## src/rtl/core/assert_macros.svh

```systemverilog
// Assertion macros shared by the RTL files of the charge window controller.
`ifndef ASSERT_MACROS_SVH
`define ASSERT_MACROS_SVH

`ifndef ASSERT_OFF

// The property must hold at every clock edge outside reset.
`define BCWC_ASSERT(lbl, clk, rst_n, prop, msg) \
  lbl: assert property (@(posedge clk) disable iff (!rst_n) (prop)) else $error(msg);

// The expression must never be true at a clock edge outside reset.
`define BCWC_ASSERT_NEVER(lbl, clk, rst_n, expr, msg) \
  lbl: assert property (@(posedge clk) disable iff (!rst_n) !(expr)) else $error(msg);

`else

`define BCWC_ASSERT(lbl, clk, rst_n, prop, msg)
`define BCWC_ASSERT_NEVER(lbl, clk, rst_n, expr, msg)

`endif

`endif

```

## src/rtl/core/bcwc_pkg.sv

```systemverilog
package bcwc_pkg;

  localparam int unsigned TimerBitsDefault = 16;

  localparam int unsigned PctW     = 7;
  localparam int unsigned OpW      = 2;
  localparam int unsigned StratW   = 2;
  localparam int unsigned TickCfgW = 16;
  localparam int unsigned CfgIdxW  = 3;
  localparam int unsigned CfgDataW = 16;

  localparam logic [OpW-1:0] OpEvent  = 2'd0;
  localparam logic [OpW-1:0] OpTick   = 2'd1;
  localparam logic [OpW-1:0] OpEnable = 2'd2;

  localparam logic [StratW-1:0] StratA = 2'd1;
  localparam logic [StratW-1:0] StratB = 2'd2;

  localparam logic [CfgIdxW-1:0] CfgMinCharge  = 3'd0;
  localparam logic [CfgIdxW-1:0] CfgMaxCharge  = 3'd1;
  localparam logic [CfgIdxW-1:0] CfgStrategy   = 3'd2;
  localparam logic [CfgIdxW-1:0] CfgStartDelay = 3'd3;
  localparam logic [CfgIdxW-1:0] CfgLoopPeriod = 3'd4;

  localparam logic [TickCfgW-1:0] TickCfgReset = 16'd30;

  typedef enum logic [1:0] {
    EV_NONE,
    EV_START,
    EV_STOP
  } event_e;

  typedef enum logic [1:0] {
    MODE_DEFAULT,
    MODE_ENABLED,
    MODE_DISABLED,
    MODE_BALANCE
  } mode_e;

  typedef struct packed {
    logic [PctW-1:0]     min_charge;
    logic [PctW-1:0]     max_charge;
    logic [StratW-1:0]   strategy_kind;
    logic [TickCfgW-1:0] start_delay;
    logic [TickCfgW-1:0] loop_period;
  } cfg_t;

  typedef struct packed {
    logic [OpW-1:0]  operation;
    logic            stop_event;
    logic            enable_value;
    logic [PctW-1:0] charge_percent;
  } req_t;

  typedef struct packed {
    logic   charger_on;
    logic   current_limited;
    mode_e  control_mode;
    event_e event_status;
    logic   timer_armed;
  } res_t;

endpackage

```

## src/rtl/core/battery_charge_window_controller.sv

```systemverilog
// A request is captured in the input register, then its result in the result register.
// Throughput: one request per cycle while out_ready_i is high; each register holds one request.
// The state update for a request happens as it moves from the input to the result register.
// Reset (rst_ni low, asynchronous) clears both valid flags, loads the configuration defaults,
// and sets the control state to disabled, no event, default mode, charger on, unlimited.
`include "assert_macros.svh"

module battery_charge_window_controller
  import bcwc_pkg::*;
#(
  parameter int unsigned TIMER_BITS = TimerBitsDefault
) (
  input  logic                clk_i,
  input  logic                rst_ni,
  input  logic                in_valid_i,
  output logic                in_ready_o,
  input  logic [OpW-1:0]      operation_i,
  input  logic                stop_event_i,
  input  logic                enable_value_i,
  input  logic [PctW-1:0]     charge_percent_i,
  output logic                out_valid_o,
  input  logic                out_ready_i,
  output logic                charger_on_o,
  output logic                current_limited_o,
  output logic [1:0]          control_mode_o,
  output logic [1:0]          event_status_o,
  output logic                timer_armed_o,
  input  logic                cfg_we_i,
  input  logic [CfgIdxW-1:0]  cfg_index_i,
  input  logic [CfgDataW-1:0] cfg_data_i
);

  cfg_t cfg;
  req_t req_q;
  res_t res_next, res_q;
  logic in_valid_q;
  logic out_valid_q;
  logic advance;

  bcwc_cfg_regs u_cfg (
    .clk_i       (clk_i),
    .rst_ni      (rst_ni),
    .cfg_we_i    (cfg_we_i),
    .cfg_index_i (cfg_index_i),
    .cfg_data_i  (cfg_data_i),
    .cfg_o       (cfg)
  );

  bcwc_ctrl #(
    .TIMER_BITS (TIMER_BITS)
  ) u_ctrl (
    .clk_i    (clk_i),
    .rst_ni   (rst_ni),
    .commit_i (advance),
    .req_i    (req_q),
    .cfg_i    (cfg),
    .res_o    (res_next)
  );

  assign advance    = in_valid_q && (!out_valid_q || out_ready_i);
  assign in_ready_o = !in_valid_q || advance;

  always_ff @(posedge clk_i or negedge rst_ni) begin
    if (!rst_ni) begin
      in_valid_q  <= 1'b0;
      out_valid_q <= 1'b0;
    end else begin
      if (in_ready_o) begin
        in_valid_q <= in_valid_i;
      end
      if (advance) begin
        out_valid_q <= 1'b1;
      end else if (out_ready_i) begin
        out_valid_q <= 1'b0;
      end
    end
  end

  always_ff @(posedge clk_i) begin
    if (in_valid_i && in_ready_o) begin
      req_q.operation      <= operation_i;
      req_q.stop_event     <= stop_event_i;
      req_q.enable_value   <= enable_value_i;
      req_q.charge_percent <= charge_percent_i;
    end
    if (advance) begin
      res_q <= res_next;
    end
  end

  assign out_valid_o       = out_valid_q;
  assign charger_on_o      = res_q.charger_on;
  assign current_limited_o = res_q.current_limited;
  assign control_mode_o    = res_q.control_mode;
  assign event_status_o    = res_q.event_status;
  assign timer_armed_o     = res_q.timer_armed;

  `BCWC_ASSERT(a_ready_when_empty, clk_i, rst_ni, !out_valid_q |-> in_ready_o,
    "input stalled with an empty result register")
  `BCWC_ASSERT(a_result_after_commit, clk_i, rst_ni, advance |=> out_valid_q,
    "committed request produced no result")

endmodule

```

## src/rtl/core/bcwc_cfg_regs.sv

```systemverilog
module bcwc_cfg_regs
  import bcwc_pkg::*;
(
  input  logic                clk_i,
  input  logic                rst_ni,
  input  logic                cfg_we_i,
  input  logic [CfgIdxW-1:0]  cfg_index_i,
  input  logic [CfgDataW-1:0] cfg_data_i,
  output cfg_t                cfg_o
);

  cfg_t cfg_q, cfg_d;

  always_comb begin
    cfg_d = cfg_q;
    if (cfg_we_i) begin
      case (cfg_index_i)
        CfgMinCharge:  cfg_d.min_charge    = cfg_data_i[PctW-1:0];
        CfgMaxCharge:  cfg_d.max_charge    = cfg_data_i[PctW-1:0];
        CfgStrategy:   cfg_d.strategy_kind = cfg_data_i[StratW-1:0];
        CfgStartDelay: cfg_d.start_delay   = cfg_data_i[TickCfgW-1:0];
        CfgLoopPeriod: cfg_d.loop_period   = cfg_data_i[TickCfgW-1:0];
        default:       cfg_d = cfg_q;
      endcase
    end
  end

  always_ff @(posedge clk_i or negedge rst_ni) begin
    if (!rst_ni) begin
      cfg_q.min_charge    <= '0;
      cfg_q.max_charge    <= '0;
      cfg_q.strategy_kind <= '0;
      cfg_q.start_delay   <= TickCfgReset;
      cfg_q.loop_period   <= TickCfgReset;
    end else begin
      cfg_q <= cfg_d;
    end
  end

  assign cfg_o = cfg_q;

endmodule

```

## src/rtl/core/bcwc_ctrl.sv

```systemverilog
`include "assert_macros.svh"

module bcwc_ctrl
  import bcwc_pkg::*;
#(
  parameter int unsigned TIMER_BITS = TimerBitsDefault
) (
  input  logic clk_i,
  input  logic rst_ni,
  input  logic commit_i,
  input  req_t req_i,
  input  cfg_t cfg_i,
  output res_t res_o
);

  logic                  en_q, en_d;
  event_e                ev_q, ev_d;
  mode_e                 mode_q, mode_d;
  logic                  chg_q, chg_d;
  logic                  lim_q, lim_d;
  logic                  arm_q, arm_d;
  logic [TIMER_BITS-1:0] cnt_q, cnt_d;

  logic [31:0]           delay_ext, period_ext;
  logic [TIMER_BITS-1:0] delay_load, period_load;
  logic                  strat_on;

  assign delay_ext   = 32'(cfg_i.start_delay);
  assign period_ext  = 32'(cfg_i.loop_period);
  assign delay_load  = delay_ext[TIMER_BITS-1:0];
  assign period_load = period_ext[TIMER_BITS-1:0];
  assign strat_on    = (cfg_i.strategy_kind == StratA) || (cfg_i.strategy_kind == StratB);

  always_comb begin
    event_e new_ev;
    event_e apply_ev;
    logic   apply;
    en_d     = en_q;
    ev_d     = ev_q;
    mode_d   = mode_q;
    chg_d    = chg_q;
    lim_d    = lim_q;
    arm_d    = arm_q;
    cnt_d    = cnt_q;
    apply    = 1'b0;
    apply_ev = ev_q;
    new_ev   = req_i.stop_event ? EV_STOP : EV_START;

    case (req_i.operation)
      OpEvent: begin
        if (ev_q != new_ev) begin
          ev_d     = new_ev;
          apply    = 1'b1;
          apply_ev = new_ev;
        end
      end
      OpTick: begin
        if (arm_q) begin
          if (cnt_q <= TIMER_BITS'(1)) begin
            cnt_d = period_load;
            if (strat_on) begin
              if ((req_i.charge_percent > cfg_i.max_charge) && (mode_d != MODE_DISABLED)) begin
                chg_d  = 1'b0;
                lim_d  = 1'b1;
                mode_d = MODE_DISABLED;
              end
              if ((cfg_i.strategy_kind == StratB) &&
                  (req_i.charge_percent == cfg_i.max_charge) &&
                  (mode_d == MODE_DISABLED)) begin
                chg_d  = 1'b0;
                lim_d  = 1'b0;
                mode_d = MODE_BALANCE;
              end
              if ((req_i.charge_percent < cfg_i.min_charge) && (mode_d != MODE_ENABLED)) begin
                chg_d  = 1'b1;
                lim_d  = 1'b0;
                mode_d = MODE_ENABLED;
              end
            end
          end else begin
            cnt_d = cnt_q - TIMER_BITS'(1);
          end
        end
      end
      OpEnable: begin
        if (en_q != req_i.enable_value) begin
          en_d  = req_i.enable_value;
          apply = 1'b1;
        end
      end
      default: begin
        apply = 1'b0;
      end
    endcase

    // A start while enabled arms the delay; anything else cancels and restores defaults.
    if (apply) begin
      if (en_d && (apply_ev == EV_START)) begin
        arm_d = 1'b1;
        cnt_d = delay_load;
      end else begin
        if (en_d) begin
          ev_d = EV_NONE;
        end
        arm_d = 1'b0;
        if (mode_q != MODE_DEFAULT) begin
          mode_d = MODE_DEFAULT;
          chg_d  = 1'b1;
          lim_d  = 1'b0;
        end
      end
    end
  end

  always_ff @(posedge clk_i or negedge rst_ni) begin
    if (!rst_ni) begin
      en_q   <= 1'b0;
      ev_q   <= EV_NONE;
      mode_q <= MODE_DEFAULT;
      chg_q  <= 1'b1;
      lim_q  <= 1'b0;
      arm_q  <= 1'b0;
      cnt_q  <= '0;
    end else if (commit_i) begin
      en_q   <= en_d;
      ev_q   <= ev_d;
      mode_q <= mode_d;
      chg_q  <= chg_d;
      lim_q  <= lim_d;
      arm_q  <= arm_d;
      cnt_q  <= cnt_d;
    end
  end

  assign res_o.charger_on      = chg_d;
  assign res_o.current_limited = lim_d;
  assign res_o.control_mode    = mode_d;
  assign res_o.event_status    = ev_d;
  assign res_o.timer_armed     = arm_d;

  `BCWC_ASSERT(a_disarmed_when_off, clk_i, rst_ni, !en_q |-> !arm_q, "armed while disabled")
  `BCWC_ASSERT(a_armed_after_start, clk_i, rst_ni, arm_q |-> (ev_q == EV_START),
    "armed without start")
  `BCWC_ASSERT(a_charging_modes, clk_i, rst_ni,
    ((mode_q == MODE_DEFAULT) || (mode_q == MODE_ENABLED)) |-> (chg_q && !lim_q),
    "charging mode with charger off or current limited")
  `BCWC_ASSERT(a_disabled_mode, clk_i, rst_ni, (mode_q == MODE_DISABLED) |-> (!chg_q && lim_q),
    "disabled mode with charger on or current unlimited")

endmodule

```

## config.mk

```make
export PLATFORM = sky130hd
export DESIGN_NAME = battery_charge_window_controller
export DESIGN_NICKNAME = d
export VERILOG_FILES = /design/src/rtl/core/bcwc_pkg.sv /design/src/rtl/core/battery_charge_window_controller.sv /design/src/rtl/core/bcwc_cfg_regs.sv /design/src/rtl/core/bcwc_ctrl.sv
export VERILOG_INCLUDE_DIRS = /design/src /design/src/rtl/core
export SDC_FILE = /design/constraint.sdc
export NUM_CORES = 1
export LEC_CHECK = 0
export BUFFER_PORTS_ARGS = -buffer_cell sky130_fd_sc_hd__clkbuf_2
export CAP_MARGIN = 20
export CORE_UTILIZATION = 59
export CTS_CLUSTER_SIZE = 30
export DETAILED_ROUTE_END_ITERATION = 12
export PLACE_DENSITY = 0.79
export SYNTH_ARGS = -nofsm -noshare
export SYNTH_HDL_FRONTEND = slang
export SYNTH_SLANG_ARGS = --single-unit
```

## constraint.sdc

```tcl
create_clock -name clk_i -period 3.1 [get_ports clk_i]
set_input_delay 0.62 -clock clk_i [delete_from_list [all_inputs] [get_ports clk_i]]
set_output_delay 0.62 -clock clk_i [all_outputs]
set_load 0.01 [all_outputs]
```

==> impl_results.md, run 1 <==
- Syn avg cell area: 10.70 sq um
- Compound-Gate Fraction of Synth Area: 14.56%
- CTS max path bufs: 2
- Die W: 90.93 um
- Most common cell after layout, fill and taps aside: dfrtp_1
- DIE HEIGHT: 90.93 um
- Dominant cell type by area after synthesis: dfrtp_1
- Unrepaired setup endpoints after global routing: no
- Most frequent cells in the layout: dfrtp_1 (65), nand2_1 (48), clkbuf_2 (42), o21ai_0 (38), mux2_2 (38)
- HPWL Detailed: 7.438 mm
- Clock root cell: clkbuf_8
- Final WL: 10.57 mm
- Post-synthesis mux area share: a little under a tenth
- Worst Setup EP: u_ctrl.cnt_q[3]$_DFFE_PN0P_
- Drt first pass iters: 6
- Pwr dens: 662.4 mW/mm^2
- Syn_nets: 487
- Post-synthesis simple-gate area fraction: 16.63%
- Gate Count Post-Synth: 436
- Startpoint Class: register
- Hold Vio Cnt, Final: 0
- Wire length on met1: around 4.8 mm
- Hold Path Class: in2async
- Metal2 WL: 4.971 mm
- ANT nets after route: 0
- Post-synth ARST share: 80.43%
- Post-CTS Setup Bufs: 0
- Top cell type's share of synthesized area: 34.86%
- Data arrival, critical path: 2.77 ns
- Worst path required time: 3.35 ns
- Yosys warning count: 0
- 1st-iter DRT viols: 357
- GRT overflow: 0
- Post-synthesis sequential area ratio: 51.52%
- MaxCap Viol Count: 0
- Synth area leaders: dfrtp_1 (35%), edfxtp_1 (12%), mux2_2 (9.2%), dfstp_2 (5.1%), ha_1 (4.3%)
- TNS Setup: 0 ns
- Slew HR: 52.52%
- Fin crit share: 81.30%
- Top FF cell, synth: dfrtp_1
- Reg-to-reg endpoint: u_ctrl.cnt_q[3]$_DFFE_PN0P_
- First-pass GRT wire length: 17.46 mm
- Post-Synth XOR/XNOR Area: 0.9386%
- Met3 WL: ~660 um
- Outcome: finished clean
- Synth cell types: 62
- Initial antenna violation count: 0
- Clk_lat worst skew: 0.37 ns
- Largest family of logic cells by synthesized area: simple AND/OR/NAND/NOR gates
- Largest net degree at the start of global routing: 48
- Slew Limit Fails: 0
- Worst-case clock skew: 0.008546 ns
- CTS tree: built
- Fmax: 0.3968 GHz
- Routability Congestion: 0.9622
- Via count: 3650
- Via density: 6.155
- Worst Setup SP: req_q[9]$_DFFE_PP_
- R2R Path Start: req_q[9]$_DFFE_PP_
- Area growth syn-to-layout: 13.44%
- Cells after DPL: 577
- Top sig layer: met4
- Fraction of layout cells with a size suffix above 1: 26.48%
- Die area: a little over 0.008 sq mm
- Tot GR Track Use: 27.30%
- Worst Reg-to-Reg Cells: 6
- Hold buffers post-CTS: 0
- Worst Max-Slew Pin Slew: a little over 0.7 ns
- Number of antenna repair diodes: 0
- Core area: 0.007687 sq mm
- LEAKAGE: 2.233 nW
- CTS clk-pin slew, worst paths: approximately 0.090 ns
- Initial cell density of the core: slightly above 60%
- Layout Cells excl Fill: 593
- # rows: 32
- Nets: 537
- Kind of critical path: reg2reg
- Post-synth EDFFs: 18
- Post-CTS Resized: 0
- Residual DRC: 0
- Mapped cell area: 0.004666 sq mm
- Min Tclk post-route: 2.520 ns
- Routed WL per cell: 17.83 um
- IO Count: between 40 and 50
- Clock sink count: 92
- I/O Buffers: 43
- Final setup viols: 0
- Reg2reg setup slack: 0.58 ns
- CTS Buf Count: 9
- Worst-path maximum fanout: 10
- Setup crit end kind: register
- Vias in the first global route: around 3.6k
- Adder-cell share of the synthesized area: 4.291%
- Yosys reg bits: 92
- H-Tree Depth: 3
- Maximum VDD drop: 393.5 uV
==> report_power, final <==
group	internal (mW)	switching, mW	leakage, nW
Clock	0.526	0.447	0.129
Sequential	1.50	0.215	1.06
Combinational	0.367	0.450	1.05
Total	2.39	1.11	2.23
==> metrics by stage <==
| stage | util [%] | hold slack [ns] | setup WS [ns] | total power, mW | instance area, sq um |
|---|---|---|---|---|---|
| finish | 68.85 | 0.2958 | 0.5798 | 3.506 | 5293 |
| CTS | 68.85 | 0.3096 | 0.6211 | 3.507 | 5293 |
| global placement | 65.56 | 0.4656 | 0.6857 | 2.487 | 5040 |
| floorplan | - | 0.3244 | 0.9200 | 2.267 | 4666 |
| detailed placement | 65.56 | 0.4733 | 0.6374 | 2.534 | 5040 |
| global route | 68.85 | 0.3371 | 0.4451 | 3.685 | 5293 |
==> cell usage after synthesis, types with 3 or more instances <==
cell	count
o2bb2ai_1	3
or2_2	3
a221oi_1	3
o21ai_0	38
nand3_1	8
a21oi_1	21
dfstp_2	9
nand4_1	4
or3_1	5
inv_1	20
xor2_1	3
a22oi_1	3
edfxtp_1	18
a21o_1	3
mux2_2	38
nor4_1	3
dfrtp_1	65
nand2_1	48
a221o_1	4
nand2b_1	6
or4_1	3
ha_1	16
nor2_1	32
and3b_1	3
nand3b_1	8
a211oi_1	4
nor3_1	11
clkbuf_1	11
a31oi_1	3
==> critical path, stage by stage, from the launching register on <==
cell	delay [ns]
edfxtp_1	0.51
nor2_1	0.32
a32oi_2	0.25
nand3b_1	0.47
nor2_1	0.46
a21oi_1	0.09
a221o_1	0.31
==> final cells by class <==
cell class                 count  area, sq um
sequential                    92         2404
fill                         630         2395
inverter                      21        78.83
timing repair buffer          51        287.8
clock buffer                  12        198.9
clock inverter                 4        53.80
tap                          102        127.6
multi-input combinational    311         2142
==> logic make-up (layout without fill, tap and decap cells) <==
logic type | after synthesis | after routing
DFF | 92 | 92
and+or+nand+nor | 148 | 148
AOI/OAI and AO/OA | 103 | 103
adders and majority gates | 16 | 16
buffers and inverters | 33 | 88
muxes | 39 | 39
xor gates and xnor gates | 5 | 5
==> state kept, by name, indices dropped and copies added (netlist names) <==
signal and count:
current_limited_o 1, timer_armed_o 1, out_valid_o 1, control_mode_o 2, u_ctrl.mode_q 2, event_status_o 2, charger_on_o 1, u_ctrl.chg_q 1
u_cfg.cfg_o 48, u_ctrl.lim_q 1, u_ctrl.arm_q 1, u_ctrl.cnt_q 16, u_ctrl.en_q 1, req_q 11, u_ctrl.ev_q 2, in_valid_q 1
==> per-layer routing <==
metal  GRT usage [%]  vias to the layer above
met1           37.72                     1795
li1                -                     1696
met2           43.50                      140
met3           6.313                       19
met5               0                        -
met4           7.540                        0
==> worst min path at each step <==
stage | cells past startpoint | slack (ns) | from | endpoint
2_1_floorplan | 0 | 0.32 | rst_ni | in_valid_q$_DFFE_PN0N_
3_3_place_gp | 1 | 0.47 | u_ctrl.lim_q$_DFFE_PN0P_ | u_ctrl.lim_q$_DFFE_PN0P_
3_5_place_dp | 1 | 0.47 | u_ctrl.lim_q$_DFFE_PN0P_ | u_ctrl.lim_q$_DFFE_PN0P_
4_1_cts | 1 | 0.31 | rst_ni | u_ctrl.en_q$_DFFE_PN0P_
5_1_grt | 1 | 0.34 | rst_ni | u_ctrl.en_q$_DFFE_PN0P_
6_report | 1 | 0.30 | rst_ni | u_ctrl.en_q$_DFFE_PN0P_
(Power assumes the default switching activity.)
==> run 2: changes to the inputs <==
--- a/config.mk
+++ b/config.mk
@@ -8,10 +8,10 @@
 export LEC_CHECK = 0
 export BUFFER_PORTS_ARGS = -buffer_cell sky130_fd_sc_hd__clkbuf_2
 export CAP_MARGIN = 20
-export CORE_UTILIZATION = 59
+export CORE_UTILIZATION = 54
 export CTS_CLUSTER_SIZE = 30
 export DETAILED_ROUTE_END_ITERATION = 12
-export PLACE_DENSITY = 0.79
+export PLACE_DENSITY = 0.77
 export SYNTH_ARGS = -nofsm -noshare
 export SYNTH_HDL_FRONTEND = slang
 export SYNTH_SLANG_ARGS = --single-unit
==> constraint.sdc (replaced) <==
create_clock -name clk_i -period 2.14 [get_ports clk_i]
set_input_delay 0.428 -clock clk_i [delete_from_list [all_inputs] [get_ports clk_i]]
set_output_delay 0.428 -clock clk_i [all_outputs]
set_load 0.01 [all_outputs]
==> impl_results.md, run 2 (synthesis results as in run 1) <==
- Largest net degree at the start of global routing: 75 (was 48)
- Worst-case clock skew: 0.01164 ns (was 0.008546 ns)
- Die W: 94.95 um (was 90.93 um)
- Fraction of layout cells with a size suffix above 1: 37.52% (was 26.48%)
- Pwr dens: 884.6 mW/mm^2 (was 662.4 mW/mm^2)
- Routability Congestion: 0.9452 (was 0.9622)
- Worst path required time: 2.26 ns (was 3.35 ns)
- Via count: 3833 (was 3650)
- Final Power: 5.138 mW (was 3.506 mW)
- Clock network power share: 19.8% (was 27.8%)
- Residual DRC: 0 (unchanged)
- Most common cell after layout, fill and taps aside: dfrtp_1 (unchanged)
- Drt first pass iters: 4 (was 6)
- Worst-path maximum fanout: 4 (was 10)
- Slew Limit Fails: 0 (unchanged)
- Hold Path Class: in2async (unchanged)
- Number of antenna repair diodes: 0 (unchanged)
- Tot GR Track Use: 26.68% (was 27.30%)
- Unrepaired setup endpoints after global routing: yes (was no)
- MaxCap Viol Count: 0 (unchanged)
- CTS Buf Count: 9 (unchanged)
- H-Tree Depth: 3 (unchanged)
- DIE HEIGHT: 94.95 um (was 90.93 um)
- Via density: 5.933 (was 6.155)
- Comb power frac: 32.6% (was 23.3%)
- Hold buffers post-CTS: 0 (unchanged)
- Hold WS: 0.07150 ns (was 0.2958 ns)
- Area growth syn-to-layout: 24.48% (was 13.44%)
- Clock root cell: clkbuf_8 (unchanged)
- Outcome: finished, violations left (was finished clean)
- Core area: 0.008299 sq mm (was 0.007687 sq mm)
- Clock sink count: 92 (unchanged)
- Nets: 587 (was 537)
- Hold Vio Cnt, Final: 0 (unchanged)
- Reg area: 0.002406 sq mm (was 0.002404 sq mm)
- Fillers: 619 (was 630)
- LEAKAGE: 2.440 nW (was 2.233 nW)
- R2R Path Start: req_q[5]$_DFFE_PP_ (was req_q[9]$_DFFE_PP_)
- Data arrival, critical path: 2.35 ns (was 2.77 ns)
- CTS tree: built (unchanged)
- I/O Buffers: 43 (unchanged)
- Die area: 0.009016 sq mm (was 0.008267 sq mm)
- CTS clk-pin slew, worst paths: 0.09 ns (about the same)
- Sw Ratio: 33.42% (was 31.72%)
- Min Tclk post-route: 2.237 ns (was 2.520 ns)
- Fin crit share: 104.6% (was 81.30%)
- Final setup viols: 7 (was 0)
- Slew HR: 59.29% (was 52.52%)
- Initial cell density of the core: 56.22% (was 60.69%)
- Worst Max-Slew Pin Slew: 0.6106 ns (was 0.7096 ns)
- ANT nets after route: 0 (unchanged)
- Setup crit end kind: register (unchanged)
- Psw: 1.717 mW (was 1.112 mW)
- CTS max path bufs: 2 (unchanged)
- Kind of critical path: reg2reg (unchanged)
- Final WL: 11.60 mm (was 10.57 mm)
- Routed WL per cell: 17.96 um (was 17.83 um)
- Fmax: 0.4469 GHz (was 0.3968 GHz)
- Maximum VDD drop: 461.0 uV (was 393.5 uV)
- Worst Setup SP: req_q[5]$_DFFE_PP_ (was req_q[9]$_DFFE_PP_)
- Reg2reg setup slack: -0.1 ns (was 0.58 ns)
- Max reg flops: 48 (unchanged)
- Clk_lat worst skew: 0.36 ns (was 0.37 ns)
- IO Count: 44 (unchanged)
- Area occupied by multi-input gates: 0.002360 sq mm (was 0.002142 sq mm)
- First-pass GRT wire length: 18.08 mm (was 17.46 mm)
- Worst Slack Setup Final: -0.09747 ns (was 0.5798 ns)
- TNS Setup: -0.4173 ns (was 0 ns)
- GRT overflow: 0 (unchanged)
- HPWL Detailed: 8.128 mm (was 7.438 mm)
- # rows: 33 (was 32)
- Seq pwr share: 47.6% (was 48.9%)
- Vias in the first global route: 3694 (was 3575)
- 1st-iter DRT viols: 269 (was 357)
- Startpoint Class: register (unchanged)
- Initial antenna violation count: 0 (unchanged)
- Most frequent cells in the layout: dfrtp_1 (63), buf_4 (56), nand2_1 (47), clkbuf_2 (42), mux2_2 (38) (was dfrtp_1 (65), nand2_1 (48), clkbuf_2 (42), o21ai_0 (38), mux2_2 (38))
- Internal power: 3.421 mW (was 2.394 mW)
- Failing checks: setup timing
==> run 2: worst paths after layout <==
kind | end | depth (start not counted)
max in group asynchronous | u_cfg.cfg_o[3]$_DFFE_PN1P_ | 2
setup / recovery | control_mode_o[1]$_DFFE_PP_ | 8
hold reg to reg | u_ctrl.lim_q$_DFFE_PN0P_ | 1
min in group clk_i | req_q[5]$_DFFE_PP_ | 1
setup reg to reg | control_mode_o[1]$_DFFE_PP_ | 8
hold / removal | u_ctrl.ev_q[0]$_DFFE_PN0P_ | 2
==> run 2: layout make-up <==
class | instances | share of cell area, %
clock inverter | 2 | 0.2370
clock buffer | 14 | 2.456
sequential | 92 | 41.43
timing repair buffer | 101 | 11.63
tap | 105 | 2.262
multi-input combinational | 311 | 40.63
inverter | 21 | 1.357
==> run 2: metal layers <==
metal	track usage, %	up-vias	wire (um)
met5	0	-	0
li1	-	1793	-
met4	11.36	0	245
met3	4.750	22	632
met1	35.36	1878	5211
met2	42.99	140	5514
==> run 2: power groups by stage <==
stage                     logic (mW)  clock network [mW]  registers, mW
after floorplan                0.879                   0           2.41
after global placement          1.42                   0           2.43
after detailed placement        1.48                   0           2.45
after CTS                       1.53                1.03           2.42
after global routing            1.83                1.11           2.49
final                           1.67                1.02           2.45
==> run 2: critical path: stages, from the launching register on <==
cell and delay (ns):
edfxtp_1 0.46, ha_1 0.32, o21ai_0 0.19, nor2_1 0.09, or3_4 0.39, nor3_2 0.17
buf_4 0.16, a21oi_4 0.07, a21boi_1 0.14
==> run 2: metrics by stage <==
stage	utilization (%)	instance area [sq um]	std cells	setup WS [ns]
after global placement	64.99	5394	625	-0.04682
after CTS	67.53	5604	641	-0.07080
final	69.98	5808	646	-0.09747
after floorplan	-	4666	436	0.008555
after global routing	69.98	5808	646	-0.1737
after detailed placement	64.99	5394	625	-0.1373
==> run 2: timing repair <==
action,4_1_cts,5_1_grt
endpoints found under the setup margin,14,18
buffers inserted,0,5
pin swaps,0,8
resized for setup,9,31
==> run 3: changes to the inputs <==
--- a/config.mk
+++ b/config.mk
@@ -11,7 +11,7 @@
 export CORE_UTILIZATION = 54
 export CTS_CLUSTER_SIZE = 30
 export DETAILED_ROUTE_END_ITERATION = 12
-export PLACE_DENSITY = 0.77
+export PLACE_DENSITY = 0.82
 export SYNTH_ARGS = -nofsm -noshare
 export SYNTH_HDL_FRONTEND = slang
 export SYNTH_SLANG_ARGS = --single-unit
==> impl_results.md, run 3 (synthesis results as in run 1) <==
- Outcome: finished, violations left (unchanged)
- Failing checks: setup timing (unchanged)
- Largest net degree at the start of global routing: 75 (unchanged)
- Worst Reg-to-Reg Cells: 5 (was 8)
- Worst Max-Slew Pin Slew: 0.5787 ns (was 0.6106 ns)
- CTS max path bufs: 2 (unchanged)
- Slew Limit Fails: 0 (unchanged)
- Routed WL per cell: 17.70 um (was 17.96 um)
- Cells after DPL: 626 (was 625)
- Worst Slack Setup Final: -0.1298 ns (was -0.09747 ns)
- R2R Path Start: u_ctrl.cnt_q[12]$_DFFE_PN0P_ (was req_q[5]$_DFFE_PP_)
- H-Tree Depth: 3 (unchanged)
- Via density: 6.034 (was 5.933)
- Drt first pass iters: 5 (was 4)
- Worst path bufs/invs: 0 (was 1)
- Kind of critical path: reg2reg (unchanged)
- Hold Vio Cnt, Final: 0 (unchanged)
- Hold Path Class: in2async (unchanged)
- Fin crit share: 106.1% (was 104.6%)
- 1st-iter DRT viols: 338 (was 269)
- CTS tree: built (unchanged)
- Vias in the first global route: 3837 (was 3694)
- MaxCap Viol Count: 0 (unchanged)
- Reg-to-reg endpoint: current_limited_o$_DFFE_PP_ (was control_mode_o[1]$_DFFE_PP_)
- First-pass GRT wire length: 18.75 mm (was 18.08 mm)
- Routability Congestion: 0.9411 (was 0.9452)
- DIE HEIGHT: 94.95 um (unchanged)
- Initial cell density of the core: 56.22% (unchanged)
- Die W: 94.95 um (unchanged)
- Pwr dens: 902.1 mW/mm^2 (was 884.6 mW/mm^2)
- Residual DRC: 0 (unchanged)
- CP Cell Sequence: nor4_4 > nand4_2 > or4_4 > o41ai_4 > nor3_1 (was ha_1 > o21ai_0 > nor2_1 > or3_4 > nor3_2 > buf_4 > a21oi_4 > a21boi_1)
- Startpoint Class: register (unchanged)
- CP peak stage delay: 0.48 ns (was 0.46 ns)
- CTS clk-pin slew, worst paths: 0.09 ns (about the same)
- LEAKAGE: 2.516 nW (was 2.440 nW)
- # rows: 33 (unchanged)
- Unrepaired setup endpoints after global routing: yes (unchanged)
- Layout Cells excl Fill: 653 (was 646)
- Tot GR Track Use: 27.62% (was 26.68%)
- Pre-CTS WS: -0.1605 ns (was -0.1373 ns)
- Data arrival, critical path: 2.37 ns (was 2.35 ns)
- IO Count: 44 (unchanged)
- Reg2reg setup slack: -0.13 ns (was -0.1 ns)
- Nets: 594 (was 587)
- Clock root cell: clkbuf_8 (unchanged)
- Worst Setup SP: u_ctrl.cnt_q[12]$_DFFE_PN0P_ (was req_q[5]$_DFFE_PP_)
- ANT nets after route: 0 (unchanged)
- Final Power: 5.281 mW (was 5.138 mW)
- Final setup viols: 6 (was 7)
- Most common cell after layout, fill and taps aside: dfrtp_1 (unchanged)
- Maximum VDD drop: 476.0 uV (was 461.0 uV)
- Core area: 0.008299 sq mm (unchanged)
- Most frequent cells in the layout: dfrtp_1 (65), buf_4 (60), nand2_1 (47), clkbuf_2 (42), mux2_2 (38) (was dfrtp_1 (63), buf_4 (56), nand2_1 (47), clkbuf_2 (42), mux2_2 (38))
- Initial antenna violation count: 0 (unchanged)
- Slowest stage cell, crit path: or4_4 (was edfxtp_1)
- Fraction of layout cells with a size suffix above 1: 37.96% (was 37.52%)
- Top Family by Delay on Critical Path: simple AND/OR/NAND/NOR gates (unchanged)
- Worst-case clock skew: 0.007225 ns (was 0.01164 ns)
- Worst path required time: 2.24 ns (was 2.26 ns)
- Worst-path maximum fanout: 4 (unchanged)
- Clk_lat worst skew: 0.36 ns (about the same)
- Reg area: 0.002404 sq mm (was 0.002406 sq mm)
- Slew HR: 61.42% (was 59.29%)
- Final WL: 11.56 mm (was 11.60 mm)
- I/O Buffers: 43 (unchanged)
- Clock sink count: 92 (unchanged)
- Die area: 0.009016 sq mm (unchanged)
- TNS Setup: -0.5129 ns (was -0.4173 ns)
- Fmax: 0.4406 GHz (was 0.4469 GHz)
- Number of antenna repair diodes: 0 (unchanged)
- Hold buffers post-CTS: 0 (unchanged)
- Area growth syn-to-layout: 25.48% (was 24.48%)
- Fillers: 577 (was 619)
- Min Tclk post-route: 2.270 ns (was 2.237 ns)
- Area occupied by multi-input gates: 0.002297 sq mm (was 0.002360 sq mm)
- HPWL Detailed: 8.134 mm (was 8.128 mm)
- Setup crit end kind: register (unchanged)
- GRT overflow: 0 (unchanged)
- CTS Buf Count: 9 (unchanged)
- Via count: 3940 (was 3833)
- Max reg flops: 48 (unchanged)
-- run 3: cell types whose count changed in the layout (fill, tap and decap cells not counted), moves of 2 or more --
cell,previous run,this run
o21ai_0,36,34
dfrtp_2,2,0
clkbuf_1,5,1
ha_1,11,13
o21ai_2,0,2
buf_4,56,60
a221oi_1,1,3
a221oi_2,2,0
ha_4,5,3
buf_6,0,3
dfrtp_1,63,65
-- run 3: how the worst max path moves through the flow --
stage	to	slack, ns	cells past startpoint
after floorplan	u_ctrl.cnt_q[13]$_DFFE_PN0P_	0.009	8
after global placement	u_ctrl.lim_q$_DFFE_PN0P_	-0.05	7
after detailed placement	u_ctrl.lim_q$_DFFE_PN0P_	-0.16	7
after CTS	u_ctrl.lim_q$_DFFE_PN0P_	-0.11	6
after global routing	control_mode_o[1]$_DFFE_PP_	-0.22	9
final	current_limited_o$_DFFE_PP_	-0.13	5
-- run 3: area by class of cell --
cell class	count	area share [%]
clock buffers	11	2.415
inverters	21	1.411
clock inverters	5	1.004
repair buffers	108	12.63
flip-flops and latches	92	41.06
multi-input cells	311	39.24
well taps	105	2.244
-- run 3: worst register-to-register path, delay by kind of cell, from the launching register on --
| kind | cells | cell delay [ns] |
|---|---|---|
| AOI/OAI and AO/OA | 1 | 0.45 |
| and+or+nand+nor | 4 | 1.14 |
| DFF | 1 | 0.42 |
-- run 3: metal layers --
layer / share of wire (%) / global-route usage, % / up-vias
met3: 7.1 / 4.509 / 28
met2: 48 / 44.24 / 197
li1: - / - / 1813
met5: 0 / 0 / -
met4: 2.5 / 11.49 / 0
met1: 42 / 37.27 / 1902
-- run 3: what timing repair did --
action	4_1_cts	5_1_grt
gates resized for setup	17	20
pin swaps	6	11
setup endpoints to repair	15	17
buffers inserted	4	7
-- run 3: stage by stage --
stage	utilization, %	hold WS, ns	instance area, sq um
final	70.54	0.06610	5854
after global routing	70.54	0.1162	5854
after CTS	68.99	0.1068	5725
after detailed placement	65.08	0.4759	5401
after global placement	65.08	0.4598	5401
after floorplan	-	0.1324	4666
-- run 3: report_power, final --
| part | switching (mW) | leakage, nW | internal (mW) |
|---|---|---|---|
| Combinational | 0.845 | 1.35 | 0.811 |
| Clock | 0.619 | 0.104 | 0.578 |
| Sequential | 0.254 | 1.06 | 2.17 |
